<file path="src/rtl/core/whl_pkg.sv">
// Shared types, constants and codes for the windowed PI heading-lock block.
`default_nettype none

package whl_pkg;

   // Field widths of the channels and the configuration registers.
   localparam int unsigned TargetWidth = 15;
   localparam int unsigned YawWidth    = 16;
   localparam int unsigned DriveWidth  = 19;
   localparam int unsigned GainWidth   = 16;
   localparam int unsigned OffsetWidth = 15;
   localparam int unsigned ThreshWidth = 14;
   localparam int unsigned LimitWidth  = 18;
   localparam int unsigned AddrWidth   = 5;
   localparam int unsigned DataWidth   = 32;

   // Register index, taken from the word address of the configuration port.
   typedef enum logic [2:0] {
      REG_PROP_GAIN    = 3'd0,
      REG_INTEG_GAIN   = 3'd1,
      REG_LEAD_TIME    = 3'd2,
      REG_MOUNT_OFFSET = 3'd3,
      REG_INTEG_START  = 3'd4,
      REG_INTEG_END    = 3'd5,
      REG_INTEG_LIMIT  = 3'd6,
      REG_OUT_LIMIT    = 3'd7
   } reg_idx_type;

   // Controller states.
   typedef enum logic [2:0] {
      ST_IDLE,
      ST_ERR,
      ST_IMUL,
      ST_IUPD,
      ST_DRIVE
   } state_type;

   // Operand pair selected for the shared multiplier.
   typedef enum logic [1:0] {
      MUL_PRED,
      MUL_INTEG,
      MUL_PROP
   } mul_sel_type;

   // Configuration register contents.
   typedef struct packed {
      logic [GainWidth-1:0]          prop_gain;
      logic [GainWidth-1:0]          integ_gain;
      logic [GainWidth-1:0]          lead_time;
      logic signed [OffsetWidth-1:0] mount_offset;
      logic [ThreshWidth-1:0]        integ_start;
      logic [ThreshWidth-1:0]        integ_end;
      logic [LimitWidth-1:0]         integ_limit;
      logic [LimitWidth-1:0]         out_limit;
   } cfg_type;

   // Commands from the controller to the datapath.
   typedef struct packed {
      logic        load_in;
      logic        mul_en;
      mul_sel_type mul_sel;
      logic        err_en;
      logic        integ_upd;
      logic        drive_load;
   } cmd_type;

   // Status seen by the controller.
   typedef struct packed {
      logic req_valid;
      logic out_free;
   } status_type;

endpackage

`default_nettype wire

</file>
<file path="src/rtl/core/whl_ifs.sv">
// Valid/ready channel interfaces for samples and drive results.
`default_nettype none

interface whl_req_if;
   import whl_pkg::*;

   logic                          valid;
   logic                          ready;
   logic signed [TargetWidth-1:0] target_angle;
   logic signed [YawWidth-1:0]    yaw_rate;

   modport source (output valid, output target_angle, output yaw_rate, input ready);
   modport sink (input valid, input target_angle, input yaw_rate, output ready);
endinterface

interface whl_rsp_if;
   import whl_pkg::*;

   logic                         valid;
   logic                         ready;
   logic signed [DriveWidth-1:0] drive;

   modport source (output valid, output drive, input ready);
   modport sink (input valid, input drive, output ready);
endinterface

`default_nettype wire

</file>
<file path="src/rtl/core/whl_csr.sv">
// APB-style configuration register file.
`default_nettype none

module whl_csr (
   input  wire logic                            clock,
   input  wire logic                            reset,
   input  wire logic                            psel,
   input  wire logic                            penable,
   input  wire logic                            pwrite,
   input  wire logic [whl_pkg::AddrWidth-1:0]   paddr,
   input  wire logic [whl_pkg::DataWidth-1:0]   pwdata,
   output logic      [whl_pkg::DataWidth-1:0]   prdata,
   output logic                                 pready,
   output whl_pkg::cfg_type                     cfg
);
   import whl_pkg::*;

   cfg_type     cfg_ff;
   cfg_type     cfg_in;
   reg_idx_type idx;
   logic        wr_en;

   assign idx    = reg_idx_type'(paddr[AddrWidth-1:2]);
   assign wr_en  = psel & penable & pwrite;
   assign pready = 1'b1;
   assign cfg    = cfg_ff;

   // Next register contents on a write transaction.
   always_comb begin
      cfg_in = cfg_ff;
      if (wr_en) begin
         unique case (idx)
            REG_PROP_GAIN:    cfg_in.prop_gain    = pwdata[GainWidth-1:0];
            REG_INTEG_GAIN:   cfg_in.integ_gain   = pwdata[GainWidth-1:0];
            REG_LEAD_TIME:    cfg_in.lead_time    = pwdata[GainWidth-1:0];
            REG_MOUNT_OFFSET: cfg_in.mount_offset = $signed(pwdata[OffsetWidth-1:0]);
            REG_INTEG_START:  cfg_in.integ_start  = pwdata[ThreshWidth-1:0];
            REG_INTEG_END:    cfg_in.integ_end    = pwdata[ThreshWidth-1:0];
            REG_INTEG_LIMIT:  cfg_in.integ_limit  = pwdata[LimitWidth-1:0];
            REG_OUT_LIMIT:    cfg_in.out_limit    = pwdata[LimitWidth-1:0];
         endcase
      end
   end

   // Register storage with power-on gains and limits.
   always_ff @(posedge clock) begin
      if (reset) begin
         cfg_ff.prop_gain    <= 16'd7680;
         cfg_ff.integ_gain   <= 16'd512;
         cfg_ff.lead_time    <= 16'd0;
         cfg_ff.mount_offset <= 15'sd320;
         cfg_ff.integ_start  <= 14'd13;
         cfg_ff.integ_end    <= 14'd256;
         cfg_ff.integ_limit  <= 18'd57600;
         cfg_ff.out_limit    <= 18'd128000;
      end else begin
         cfg_ff <= cfg_in;
      end
   end

   // Read data, zero-extended to the bus width.
   always_comb begin
      unique case (idx)
         REG_PROP_GAIN:    prdata = {16'd0, cfg_ff.prop_gain};
         REG_INTEG_GAIN:   prdata = {16'd0, cfg_ff.integ_gain};
         REG_LEAD_TIME:    prdata = {16'd0, cfg_ff.lead_time};
         REG_MOUNT_OFFSET: prdata = {17'd0, cfg_ff.mount_offset};
         REG_INTEG_START:  prdata = {18'd0, cfg_ff.integ_start};
         REG_INTEG_END:    prdata = {18'd0, cfg_ff.integ_end};
         REG_INTEG_LIMIT:  prdata = {14'd0, cfg_ff.integ_limit};
         REG_OUT_LIMIT:    prdata = {14'd0, cfg_ff.out_limit};
      endcase
   end

endmodule

`default_nettype wire

</file>
<file path="src/rtl/core/whl_ctrl.sv">
// Sequencing state machine for one sample through the shared multiplier.
`default_nettype none

module whl_ctrl (
   input  wire logic                clock,
   input  wire logic                reset,
   input  wire whl_pkg::status_type status,
   output whl_pkg::cmd_type         cmd,
   output logic                     req_ready
);
   import whl_pkg::*;

   state_type state_ff;
   state_type state_in;

   // Next state.
   always_comb begin
      state_in = state_ff;
      unique case (state_ff)
         ST_IDLE: begin
            if (status.req_valid) state_in = ST_ERR;
         end
         ST_ERR:  state_in = ST_IMUL;
         ST_IMUL: state_in = ST_IUPD;
         ST_IUPD: state_in = ST_DRIVE;
         ST_DRIVE: begin
            if (status.out_free) begin
               state_in = status.req_valid ? ST_ERR : ST_IDLE;
            end
         end
         default: state_in = ST_IDLE;
      endcase
   end

   always_ff @(posedge clock) begin
      if (reset) begin
         state_ff <= ST_IDLE;
      end else begin
         state_ff <= state_in;
      end
   end

   // Commands for the datapath.
   always_comb begin
      cmd        = '0;
      cmd.mul_sel = MUL_PRED;
      req_ready  = 1'b0;
      unique case (state_ff)
         ST_IDLE: begin
            req_ready   = 1'b1;
            cmd.load_in = status.req_valid;
            cmd.mul_en  = status.req_valid;
         end
         ST_ERR: begin
            cmd.err_en = 1'b1;
         end
         ST_IMUL: begin
            cmd.mul_en  = 1'b1;
            cmd.mul_sel = MUL_INTEG;
         end
         ST_IUPD: begin
            cmd.integ_upd = 1'b1;
            cmd.mul_en    = 1'b1;
            cmd.mul_sel   = MUL_PROP;
         end
         ST_DRIVE: begin
            cmd.drive_load = status.out_free;
            req_ready      = status.out_free;
            cmd.load_in    = status.out_free & status.req_valid;
            cmd.mul_en     = status.out_free & status.req_valid;
         end
         default: begin
            cmd = '0;
         end
      endcase
   end

endmodule

`default_nettype wire

</file>
<file path="src/rtl/core/whl_dp.sv">
// Datapath: shared multiplier, error and window logic, integral and output registers.
`default_nettype none

module whl_dp (
   input  wire logic                                   clock,
   input  wire logic                                   reset,
   input  wire whl_pkg::cfg_type                       cfg,
   input  wire whl_pkg::cmd_type                       cmd,
   input  wire logic signed [whl_pkg::TargetWidth-1:0] target_angle,
   input  wire logic signed [whl_pkg::YawWidth-1:0]    yaw_rate,
   input  wire logic                                   rsp_ready,
   output logic                                        rsp_valid,
   output logic signed [whl_pkg::DriveWidth-1:0]       drive,
   output logic                                        out_free
);
   import whl_pkg::*;

   // Saturates a 28-bit sum to plus or minus an unsigned 18-bit limit.
   function automatic logic signed [18:0] clamp_lim(input logic signed [27:0] v,
                                                   input logic [17:0] lim);
      logic signed [27:0] lim_s;
      logic signed [27:0] res;
      lim_s = $signed({10'd0, lim});
      if (v > lim_s) begin
         res = lim_s;
      end else if (v < -lim_s) begin
         res = -lim_s;
      end else begin
         res = v;
      end
      return res[18:0];
   endfunction

   logic signed [TargetWidth-1:0] target_ff;
   logic signed [34:0]            prod_ff;
   logic signed [34:0]            prod_in;
   logic signed [17:0]            error_ff;
   logic signed [19:0]            err_sum;
   logic                          in_window_ff;
   logic                          below_start_ff;
   logic [17:0]                   mag;
   logic signed [18:0]            integ_ff;
   logic signed [18:0]            integ_in;
   logic signed [27:0]            integ_sum;
   logic signed [27:0]            drive_sum;
   logic signed [DriveWidth-1:0]  drive_ff;
   logic                          rsp_valid_ff;
   logic signed [16:0]            mul_a;
   logic signed [17:0]            mul_b;

   // Shared multiplier operand selection.
   always_comb begin
      unique case (cmd.mul_sel)
         MUL_PRED: begin
            mul_a = $signed({1'b0, cfg.lead_time});
            mul_b = {{2{yaw_rate[YawWidth-1]}}, yaw_rate};
         end
         MUL_INTEG: begin
            mul_a = $signed({1'b0, cfg.integ_gain});
            mul_b = error_ff;
         end
         MUL_PROP: begin
            mul_a = $signed({1'b0, cfg.prop_gain});
            mul_b = error_ff;
         end
         default: begin
            mul_a = '0;
            mul_b = '0;
         end
      endcase
   end

   assign prod_in = mul_a * mul_b;

   // Heading error: target minus predicted rotation plus mounting offset.
   assign err_sum = {{5{target_ff[TargetWidth-1]}}, target_ff}
                  + {{5{cfg.mount_offset[OffsetWidth-1]}}, cfg.mount_offset}
                  - {prod_ff[34], prod_ff[34:16]};

   // Error magnitude for the integration window.
   assign mag = error_ff[17] ? (~error_ff + 18'd1) : error_ff;

   // Integral step: add the scaled error and clamp to the integral limit.
   assign integ_sum = {prod_ff[34], prod_ff[34:8]} + {{9{integ_ff[18]}}, integ_ff};

   // Inside the window the integral steps, below it clears, otherwise it holds.
   always_comb begin
      integ_in = integ_ff;
      if (cmd.integ_upd) begin
         if (in_window_ff) begin
            integ_in = clamp_lim(integ_sum, cfg.integ_limit);
         end else if (below_start_ff) begin
            integ_in = '0;
         end
      end
   end

   // Output sum of proportional term and integral.
   assign drive_sum = {prod_ff[34], prod_ff[34:8]} + {{9{integ_ff[18]}}, integ_ff};

   // Payload registers.
   always_ff @(posedge clock) begin
      if (cmd.load_in) target_ff <= target_angle;
      if (cmd.mul_en) prod_ff <= prod_in;
      if (cmd.err_en) error_ff <= err_sum[17:0];
      in_window_ff   <= (mag > {4'd0, cfg.integ_start}) && (mag < {4'd0, cfg.integ_end});
      below_start_ff <= mag < {4'd0, cfg.integ_start};
      if (cmd.drive_load) drive_ff <= clamp_lim(drive_sum, cfg.out_limit);
   end

   // Integral state and output valid flag.
   always_ff @(posedge clock) begin
      if (reset) begin
         integ_ff     <= '0;
         rsp_valid_ff <= 1'b0;
      end else begin
         integ_ff <= integ_in;
         if (cmd.drive_load) begin
            rsp_valid_ff <= 1'b1;
         end else if (rsp_ready) begin
            rsp_valid_ff <= 1'b0;
         end
      end
   end

   assign out_free  = ~rsp_valid_ff | rsp_ready;
   assign rsp_valid = rsp_valid_ff;
   assign drive     = drive_ff;

endmodule

`default_nettype wire

</file>
<file path="src/rtl/core/windowed_pi_heading_lock_top.sv">
// Top level of the windowed PI heading-lock controller.
//
//   Channel   Direction  Handshake           Payload
//   req_chan  in         valid/ready         target_angle, yaw_rate
//   rsp_chan  out        valid/ready         drive
//   psel..    in/out     APB-style, pready=1 8 registers at byte address 4*i
//
// A sample takes these steps in turn: prediction product, error, integral product, then the
// integral update together with the proportional product; the drive register is
// loaded in the cycle that may accept the next sample. One shared 17x18 multiplier,
// used three times per sample, is why these steps of a sample run one after another.
// Reset is synchronous and clears the controller, the integral and the output flag.
// A result held in the output register stalls the block only after the next
// sample has finished its work.
`default_nettype none

module windowed_pi_heading_lock_top (
   input  wire logic                            clock,
   input  wire logic                            reset,
   whl_req_if.sink                              req_chan,
   whl_rsp_if.source                            rsp_chan,
   input  wire logic                            psel,
   input  wire logic                            penable,
   input  wire logic                            pwrite,
   input  wire logic [whl_pkg::AddrWidth-1:0]   paddr,
   input  wire logic [whl_pkg::DataWidth-1:0]   pwdata,
   output logic      [whl_pkg::DataWidth-1:0]   prdata,
   output logic                                 pready
);
   import whl_pkg::*;

   cfg_type    cfg;
   cmd_type    cmd;
   status_type status;
   logic       req_ready;
   logic       out_free;

   // Configuration registers.
   whl_csr u_csr (
      .clock   (clock),
      .reset   (reset),
      .psel    (psel),
      .penable (penable),
      .pwrite  (pwrite),
      .paddr   (paddr),
      .pwdata  (pwdata),
      .prdata  (prdata),
      .pready  (pready),
      .cfg     (cfg)
   );

   // Controller.
   assign status.req_valid = req_chan.valid;
   assign status.out_free  = out_free;

   whl_ctrl u_ctrl (
      .clock     (clock),
      .reset     (reset),
      .status    (status),
      .cmd       (cmd),
      .req_ready (req_ready)
   );

   assign req_chan.ready = req_ready;

   // Datapath.
   whl_dp u_dp (
      .clock        (clock),
      .reset        (reset),
      .cfg          (cfg),
      .cmd          (cmd),
      .target_angle (req_chan.target_angle),
      .yaw_rate     (req_chan.yaw_rate),
      .rsp_ready    (rsp_chan.ready),
      .rsp_valid    (rsp_chan.valid),
      .drive        (rsp_chan.drive),
      .out_free     (out_free)
   );

   // An accepted transaction starts the prediction product.
   a_accept_loads: assert property (@(posedge clock) disable iff (reset)
      (req_chan.valid && req_ready) |-> (cmd.load_in && cmd.mul_en && cmd.mul_sel == MUL_PRED))
      else $error("accepted sample did not load the datapath");

   // The error stage follows a load, and the integral product follows the error.
   a_sequence: assert property (@(posedge clock) disable iff (reset)
      cmd.load_in |=> cmd.err_en ##1 (cmd.mul_en && cmd.mul_sel == MUL_INTEG))
      else $error("sample sequence broken after load");

   // The output register is never overwritten while a result is still waiting.
   a_no_overwrite: assert property (@(posedge clock) disable iff (reset)
      cmd.drive_load |-> out_free)
      else $error("drive loaded while previous result pending");

   // A new result appears only after a drive load.
   a_valid_source: assert property (@(posedge clock) disable iff (reset)
      $rose(rsp_chan.valid) |-> $past(cmd.drive_load))
      else $error("result valid without drive load");

endmodule

`default_nettype wire

</file>
<file path="src/flat_wrapper.sv">
// flat-port wrapper written by rule: the top's interface ports become plain ports
module windowed_pi_heading_lock_top_flat import whl_pkg::*;
  (clock, reset, psel, penable, pwrite, paddr, pwdata, prdata, pready, req_chan_valid, req_chan_target_angle, req_chan_yaw_rate, req_chan_ready, rsp_chan_valid, rsp_chan_drive, rsp_chan_ready);
  whl_req_if req_chan_i ();
  whl_rsp_if rsp_chan_i ();
  input  wire logic clock;
  input  wire logic reset;
  input  wire logic psel;
  input  wire logic penable;
  input  wire logic pwrite;
  input  wire logic [whl_pkg::AddrWidth-1:0] paddr;
  input  wire logic [whl_pkg::DataWidth-1:0] pwdata;
  output logic      [whl_pkg::DataWidth-1:0] prdata;
  output logic pready;
  input wire logic [$bits(req_chan_i.valid)-1:0] req_chan_valid;
  input wire logic [$bits(req_chan_i.target_angle)-1:0] req_chan_target_angle;
  input wire logic [$bits(req_chan_i.yaw_rate)-1:0] req_chan_yaw_rate;
  output wire logic [$bits(req_chan_i.ready)-1:0] req_chan_ready;
  output wire logic [$bits(rsp_chan_i.valid)-1:0] rsp_chan_valid;
  output wire logic [$bits(rsp_chan_i.drive)-1:0] rsp_chan_drive;
  input wire logic [$bits(rsp_chan_i.ready)-1:0] rsp_chan_ready;
  assign req_chan_i.valid = req_chan_valid;
  assign req_chan_i.target_angle = req_chan_target_angle;
  assign req_chan_i.yaw_rate = req_chan_yaw_rate;
  assign req_chan_ready = req_chan_i.ready;
  assign rsp_chan_valid = rsp_chan_i.valid;
  assign rsp_chan_drive = rsp_chan_i.drive;
  assign rsp_chan_i.ready = rsp_chan_ready;
  windowed_pi_heading_lock_top u_core (.clock(clock), .reset(reset), .req_chan(req_chan_i), .rsp_chan(rsp_chan_i), .psel(psel), .penable(penable), .pwrite(pwrite), .paddr(paddr), .pwdata(pwdata), .prdata(prdata), .pready(pready));
endmodule
</file>
<file path="config.mk">
export PLATFORM = sky130hd
export DESIGN_NAME = windowed_pi_heading_lock_top_flat
export DESIGN_NICKNAME = d
export VERILOG_FILES = /design/src/rtl/core/whl_pkg.sv /design/src/rtl/core/whl_ifs.sv /design/src/rtl/core/whl_csr.sv /design/src/rtl/core/whl_ctrl.sv /design/src/rtl/core/whl_dp.sv /design/src/rtl/core/windowed_pi_heading_lock_top.sv /design/src/flat_wrapper.sv
export SDC_FILE = /design/constraint.sdc
export NUM_CORES = 2
export LEC_CHECK = 0
export BUFFER_PORTS_ARGS = -buffer_cell sky130_fd_sc_hd__clkbuf_2
export CORE_MARGIN = 4
export CORE_UTILIZATION = 23
export DETAILED_ROUTE_END_ITERATION = 8
export SETUP_SLACK_MARGIN = 0.3
export SLEW_MARGIN = 5
export SYNTH_ARGS = -nofsm -noshare
export SYNTH_HDL_FRONTEND = slang
export SYNTH_SLANG_ARGS = --single-unit
</file>
<file path="constraint.sdc">
create_clock -name clock -period 24 [get_ports clock]
set_input_delay 1.2 -clock clock [delete_from_list [all_inputs] [get_ports clock]]
set_output_delay 1.2 -clock clock [all_outputs]
set_load 0.1 [all_outputs]
</file>
After elaboration in Yosys (flattened, before gate mapping)
Index checks and enable logic that the tools add are counted.
- word-level logic and storage cells: 94
- bits in registers: 239
- order comparisons: 7
- $add $sub $neg: 6
- equal/unequal tests: 15
- muxes and demuxes: 23
- reduce and logical (&&, ||, !) cells: 18
- bitwise logic cells: 6
- multiply operators: 1
- operators with widths (cell ; count):
    one-hot mux 32 bit (8 select lines) ; 1
    2-to-1 mux 19 bit ; 5
    greater-than comparator 28 x 19 -> 1 bit ; 2
    less-than comparator 28 bit ; 2
    negator 18 -> 28 bit ; 2
    one-hot mux 16 bit (3 select lines) ; 1
    less-than comparator 18 x 14 -> 1 bit ; 2
    2-to-1 mux 18 bit ; 2
    one-hot mux 18 bit (2 select lines) ; 1
    multiplier 17 x 18 -> 35 bit ; 1
    adder 27 x 19 -> 28 bit ; 1
    AND reduction 2 bit ; 10
    adder 18 x 1 -> 18 bit (second input constant) ; 1
    greater-than comparator 18 x 14 -> 1 bit ; 1
    inverter 18 bit ; 1
    subtractor 16 x 18 -> 18 bit ; 1
    adder 15 x 15 -> 16 bit ; 1
    equality test 3 bit (second input constant) ; 5
    one-hot mux 3 bit (5 select lines) ; 1
    equality test 3 x 2 -> 1 bit (second input constant) ; 4
    equality test 3 x 1 -> 1 bit (second input constant) ; 2
    zero test 3 bit ; 2
    2-to-1 mux 1 bit ; 6
    2-to-1 mux 3 bit ; 2
    other kinds (14) ; 19

Depth between registers and ports, before layout
- depth in word-level cells: 6
- depth in mapped cells: 31
- gate-level depth less buffers: 29

By module
From an unflattened synthesis, not the netlist that was laid out.
- cell total of the unflattened synthesis: 3271
- area total of the unflattened synthesis: 27786.6 µm²
- modules (own cells, without submodules) (module ; times used ; cells each ; area an instance (µm²) ; seq. area each (µm²)):
    whl_dp ; 1 ; 2489 ; 21700.8 ; 2812.7
    whl_csr ; 1 ; 758 ; 5834.3 ; 2542.4
    whl_ctrl ; 1 ; 24 ; 251.5 ; 60.1

Worst setup path after synthesis
OpenSTA, ideal clock, no wires.
- kind: register -> register
- from: reg u_core.u_ctrl.state_ff[1]
- to: reg u_core.u_dp.prod_ff[34], data pin
- setup slack: 16.392 ns
- period minus slack after synthesis: 7.608 ns
- data arrival time: 7.348 ns
- cell stages (with the launch flop): 30
- path through: dfxtp_1 -> nor2b_1 -> nand2_1 -> ha_1 -> clkbuf_1 -> a222oi_1 -> clkbuf_1 -> clkbuf_1 -> nor2_1 -> fa_1 -> inv_1 -> fa_1 -> fa_1 -> fa_1 -> inv_1 -> fa_1 -> inv_1 -> fa_1 -> inv_1 -> ha_1 -> a21oi_1 -> o21ai_0 -> a311o_1 -> o211ai_1 -> o211ai_1 -> a31oi_1 -> o21ai_0 -> o21a_1 -> nor2_1 -> xnor2_1
- cells in the longest elaborated chain, start to end: 6
- ends and longest elaborated chain (item ; RTL line ; text):
    start: declaration ; whl_ctrl.sv:13 ; state_type state_ff;
    start signal: assignment ; whl_ctrl.sv:39 ; state_ff <= state_in;
    equality test 3 x 2 -> 1 bit ; whl_ctrl.sv:48 ; unique case (state_ff)
    one-hot mux 2 bit (2 select lines) * ; whl_ctrl.sv:48 ;
    equality test 2 bit or equality test 2 x 1 -> 1 bit (tied branches) ; whl_dp.sv:53 ; unique case (cmd.mul_sel)
    OR reduction 2 bit (no source line) ; n/a ;
    one-hot mux 18 bit (2 select lines) ; whl_dp.sv:53 ;
    multiplier 17 x 18 -> 35 bit * ; whl_dp.sv:73 ; assign prod_in = mul_a * mul_b;
    net u_core.u_dp.prod_in[34] ; whl_dp.sv:36 ; logic signed [34:0] prod_in;
    end signal: assignment ; whl_dp.sv:104 ; if (cmd.mul_en) prod_ff <= prod_in;
    end: declaration ; whl_dp.sv:35 ; logic signed [34:0] prod_ff;
The timed path passes the listed nets; every way through them passes the cells marked *.
A chain may end at the register's enable or synchronous reset.

Worst setup path in the final report
Ends and elaborated chain as after synthesis.

==> impl_results.html <==
<table>
<tr><th>Metric</th><th>Value</th></tr>
<tr><th colspan="2">Pwr</th></tr>
<tr><td>Sequential Power Share</td><td>31.0%</td></tr>
<tr><td>LEAKAGE</td><td>13.7 nW</td></tr>
<tr><td>Sw Share</td><td>39.2%</td></tr>
<tr><td>Combinational Power Share</td><td>39.4%</td></tr>
<tr><td>Net switching power</td><td>0.604 mW</td></tr>
<tr><td>Power Internal</td><td>0.938 mW</td></tr>
<tr><td>Power density over the cells</td><td>50.2 nW/µm²</td></tr>
<tr><td>VDD IR-drop max</td><td>0.0523 mV</td></tr>
<tr><td>Clock network power share</td><td>29.5%</td></tr>
<tr><th colspan="2">Logic synthesis</th></tr>
<tr><td>Yosys reg bits</td><td>231</td></tr>
<tr><td>Combinational family with the most area after synthesis</td><td>adder cells</td></tr>
<tr><td>XOR/XNOR share of the synthesized area</td><td>3.55%</td></tr>
<tr><td>Number of enable-type register cells in the synthesized netlist</td><td>79</td></tr>
<tr><td>Share of synthesized cell area in and, or, nand and nor gates</td><td>16.2%</td></tr>
<tr><td>Combined area of all synthesized cells</td><td>27600 µm²</td></tr>
<tr><td>Adder-cell area share of the yosys netlist</td><td>34.0%</td></tr>
<tr><td>Yosys warning count</td><td>0</td></tr>
<tr><td>Synthesized instance count</td><td>3319</td></tr>
<tr><td>Mean area per synthesized cell</td><td>8.33 µm²</td></tr>
<tr><td>Compound-gate portion of the synthesized area</td><td>13.8%</td></tr>
<tr><td>Predominant post-synthesis flop cell</td><td>dfxtp_1</td></tr>
<tr><td>Portion of netlist area occupied by mux cells</td><td>2.77%</td></tr>
<tr><td>Fraction of registers with async set or reset after synthesis</td><td>0%</td></tr>
<tr><td>Seq/Total Area, Yosys</td><td>19.6%</td></tr>
<tr><td>Library cells used by synthesis</td><td>79</td></tr>
<tr><th colspan="2">GRT</th></tr>
<tr><td>Largest net degree at the start of global routing</td><td>84</td></tr>
<tr><td>Total routing resource utilization after global routing</td><td>13.9%</td></tr>
<tr><td>Number of antenna violations at the first check in global routing</td><td>5</td></tr>
<tr><td>Overall overflow remaining after global route</td><td>0</td></tr>
<tr><td>Number of global-route vias before repair</td><td>22600</td></tr>
<tr><td>First-pass GRT wire length</td><td>137000 µm</td></tr>
<tr><th colspan="2">Worst setup path</th></tr>
<tr><td>Kind of end point of the critical path</td><td>flip-flop</td></tr>
<tr><td>Biggest fanout along the worst timing path</td><td>18</td></tr>
<tr><td>Class of the most critical setup path</td><td>reg2reg</td></tr>
<tr><td>Startpoint kind of the worst setup timing path</td><td>flip-flop</td></tr>
<tr><td>Critical Path RT</td><td>24.31 ns</td></tr>
<tr><td>Cell depth of the worst flop-to-flop path</td><td>26</td></tr>
<tr><td>Cell occurring most often along the worst timing path</td><td>fa_1</td></tr>
<tr><td>Endpoint of the worst register-to-register path</td><td>u_core.u_dp.prod_ff[34]</td></tr>
<tr><td>Launch instance of the worst register-to-register path</td><td>u_core.u_ctrl.state_ff[1]</td></tr>
<tr><td>Endpoint arrival time on the critical path</td><td>9.47 ns</td></tr>
<tr><td>Worst setup slack for register-to-register paths</td><td>14.84 ns</td></tr>
<tr><td>Library cell contributing the largest single delay on the critical path</td><td>nor2_1</td></tr>
<tr><td>Highest cell delay on the worst timing path</td><td>0.95 ns</td></tr>
<tr><td>Critical path launch point</td><td>u_core.u_ctrl.state_ff[1]</td></tr>
<tr><td>Setup crit end</td><td>u_core.u_dp.prod_ff[34]</td></tr>
<tr><th colspan="2">Detailed routing</th></tr>
<tr><td>Via count</td><td>23300</td></tr>
<tr><td>Antenna Violating Nets Remaining</td><td>0</td></tr>
<tr><td>Met3 Routed Length</td><td>7960 µm</td></tr>
<tr><td>Number of DRC violations after detailed-routing iteration 0</td><td>2170</td></tr>
<tr><td>Wire length on met2</td><td>40300 µm</td></tr>
<tr><td>DRC errors left</td><td>0</td></tr>
<tr><td>Highest Signal Layer</td><td>met5</td></tr>
<tr><td>Routed Wire Length</td><td>90200 µm</td></tr>
<tr><td>Detailed Routing Iterations Pass 1</td><td>6</td></tr>
<tr><td>Routed length per instance</td><td>18.3 µm</td></tr>
<tr><td>Sum of routed wire segments on met1</td><td>40100 µm</td></tr>
<tr><td>Post-detailed-route via-to-cell ratio</td><td>4.71</td></tr>
<tr><th colspan="2">Finish</th></tr>
<tr><td>Non-filler instance count after layout</td><td>4943</td></tr>
<tr><td>Net count reported at finish</td><td>3960</td></tr>
<tr><td>Fraction of layout instances using a drive strength above 1</td><td>6.73%</td></tr>
<tr><td>End-of-flow core utilization</td><td>25.9%</td></tr>
<tr><td>Synth-to-layout area growth</td><td>11.1%</td></tr>
<tr><th colspan="2">STA</th></tr>
<tr><td>Headroom to the max-slew limit</td><td>19.9%</td></tr>
<tr><td>Worst slew pin tran</td><td>1.20 ns</td></tr>
<tr><td>Post-Route Skew</td><td>0.0259 ns</td></tr>
<tr><td>Setup repair after global routing missed its margin</td><td>no</td></tr>
<tr><td>Number of failing setup endpoints in the final timing report</td><td>0</td></tr>
<tr><td>Final count of pins violating max slew</td><td>0</td></tr>
<tr><td>Highest Clock Rate</td><td>109 MHz</td></tr>
<tr><td>Sum of negative setup slack</td><td>0 ns</td></tr>
<tr><td>Final hold violations</td><td>0</td></tr>
<tr><td>Period Utilization, post-route</td><td>38.2%</td></tr>
<tr><td>Final min period</td><td>9.16 ns</td></tr>
<tr><td>Hold WS</td><td>0.458 ns</td></tr>
<tr><th colspan="2">CTS</th></tr>
<tr><td>Clock latency reported for the late side of the worst-skew pair</td><td>0.58 ns</td></tr>
<tr><td>Deepest level of the CTS H-tree</td><td>1</td></tr>
<tr><td>Clk sink count</td><td>231</td></tr>
<tr><td>Clock slew at the register clock pins of the worst setup and hold paths</td><td>0.06 ns</td></tr>
<tr><td>Total CTS buffers</td><td>28</td></tr>
<tr><td>Number of setup buffers added after CTS</td><td>0</td></tr>
<tr><td>Number of buffers on the longest clock path</td><td>3</td></tr>
<tr><td>Post-cts repair resize count</td><td>0</td></tr>
<tr><td>CTS Hold Bufs</td><td>0</td></tr>
<tr><td>Clock tree from TritonCTS</td><td>done</td></tr>
<tr><td>Buffer cell driving the clock tree root</td><td>clkbuf_16</td></tr>
<tr><th colspan="2">Floorplanning</th></tr>
<tr><td>Vertical die dimension</td><td>355 µm</td></tr>
<tr><td>Placeable core region</td><td>119000 µm²</td></tr>
<tr><td>Effective utilization at floorplan</td><td>23.3%</td></tr>
<tr><td>Row cnt</td><td>126</td></tr>
<tr><td>Top-Level Pins</td><td>129</td></tr>
<tr><td>Horizontal die dimension</td><td>355 µm</td></tr>
<tr><td>Floorplan die area</td><td>126000 µm²</td></tr>
<tr><th colspan="2">Outcome</th></tr>
<tr><td>Outcome</td><td>complete, no violations</td></tr>
<tr><th colspan="2">Place</th></tr>
<tr><td>Total of buffers placed on input and output ports</td><td>97</td></tr>
<tr><td>Half-perimeter wire length of the detailed placement result</td><td>72300 µm</td></tr>
<tr><td>Cell count after placement</td><td>4890</td></tr>
<tr><td>Global placement routability congestion</td><td>0.893</td></tr>
<tr><th colspan="2">Worst hold path</th></tr>
<tr><td>Tightest Hold Check Type</td><td>reg2reg</td></tr>
<tr><th colspan="2">Run</th></tr>
<tr><td>Total of max-cap violations</td><td>0</td></tr>
</table>
through the flow:
step / setup slack (ns) / cell area (µm²) / power, mW
2_1_floorplan: 16.39 / 27700 / 0.914
3_3_place_gp: 15.00 / 29700 / 1.08
3_5_place_dp: 14.95 / 29700 / 1.09
4_1_cts: 14.91 / 30700 / 1.54
5_1_grt: 14.47 / 30700 / 1.63
6_report: 14.84 / 30700 / 1.54
worst max-delay path, delay by kind of cell (launching register included):
family / cells / cell delay [ns]
adders and majority gates: 8 / 4.32
xor gates and xnor gates: 1 / 0.12
and+or+nand+nor: 6 / 1.99
AOI/OAI and AO/OA: 8 / 1.85
DFF: 1 / 0.44
buffers and inverters: 3 / 0.16
cell usage after synthesis, types with 10 or more instances:
cell      count  area, µm²
ha_1        256       3200
clkbuf_2     14       70.1
mux2i_1      64        641
a211o_1      26        228
nand4_1      21        131
or3_1        24        150
and2_1       13       81.3
a31oi_1      10       62.6
nand3_1      38        190
clkbuf_1    129        484
and3_1       11       68.8
nor3_1       46        230
nor2_1      268       1010
o21a_1       15        113
a221oi_1     10       87.6
edfxtp_1     79       2370
nor4_1       11       68.8
a22oi_1      37        278
nand2b_1     26        163
fa_1        309       6190
or2_2        21        131
o21ai_0     107        536
a211oi_1     11       82.6
inv_1       547       2050
nor2b_1      31        194
a22o_1       14        123
xnor2_1      98        858
dfxtp_1     152       3040
o21ai_1      10       50.1
buf_4        19        143
a21o_1       44        330
nand2_1     492       1850
a21oi_1     200       1000
xor2_1       14        123
o22ai_1      12       75.1
o21bai_1     11       82.6
o211ai_1     15        113
sequential cells by signal (all words and copies together), names as in the netlist, 3 cells and up:
| register | cells |
|---|---|
| u_core.u_csr.cfg | 127 |
| u_core.u_ctrl.state_ff | 3 |
| u_core.u_dp.drive | 19 |
| u_core.u_dp.error_ff | 18 |
| u_core.u_dp.integ_ff | 19 |
| u_core.u_dp.prod_ff | 27 |
| u_core.u_dp.target_ff | 15 |
cell families after synthesis:
family / after synthesis
AO/OA/AOI/OAI: 592
buffers and inverters: 718
AND/OR/NAND/NOR: 1027
multiplexers: 72
flip-flops: 231
XOR/XNOR: 112
adder cells (fa/ha/maj): 565
other: 2
worst min path at each step:
stage                                   from  cells past startpoint                       end
finish                  u_core.u_csr.cfg[71]                      2      u_core.u_csr.cfg[71]
global route            u_core.u_csr.cfg[68]                      2      u_core.u_csr.cfg[68]
CTS                     u_core.u_csr.cfg[71]                      2      u_core.u_csr.cfg[71]
detailed placement      u_core.u_csr.cfg[71]                      2      u_core.u_csr.cfg[71]
global placement        u_core.u_csr.cfg[76]                      2      u_core.u_csr.cfg[76]
floorplan           u_core.u_dp.integ_ff[10]                      2  u_core.u_dp.integ_ff[10]
routing by layer:
metal	up-vias	GRT usage [%]
met5	-	0
met4	4	2.93
met3	112	2.41
met2	901	22.3
met1	11500	19.7
li1	10800	-
layout make-up:
class                           instances  area [µm²]
Timing Repair Buffer                  129         728
Clock buffer                           40         840
Fill cell                           12800       88000
Antenna cell                            1        2.50
Tap cell                             1600        2000
Inverter                              547        2050
Multi-Input combinational cell       2383       19500
Clock inverter                         12         146
Sequential cell                       231        5420
power groups by stage:
stage	clock network, mW	registers (mW)	logic, mW
4_1_cts	0.462	0.477	0.604
6_report	0.455	0.479	0.608
3_3_place_gp	0	0.485	0.590
3_5_place_dp	0	0.485	0.600
2_1_floorplan	0	0.467	0.447
5_1_grt	0.477	0.481	0.677
placed cells by master, fill, tap and decap left out, types with 15 or more instances in the layout:
cell	instances
conb_1	15
nand3_1	38
nor2_1	267
buf_4	33
o21a_1	15
ha_1	256
or3_1	24
clkbuf_2	96
nand2_1	492
fa_1	309
a211o_1	26
clkbuf_16	28
nor3_1	42
a21oi_1	199
nand2b_1	26
a22oi_1	37
a21o_1	44
o21ai_0	107
nand4_1	21
o211ai_1	15
mux2i_1	64
edfxtp_1	79
xnor2_1	98
nor2b_1	31
or2_2	21
dfxtp_1	152
inv_1	547
Note: power is estimated with default switching activity, not from simulation.
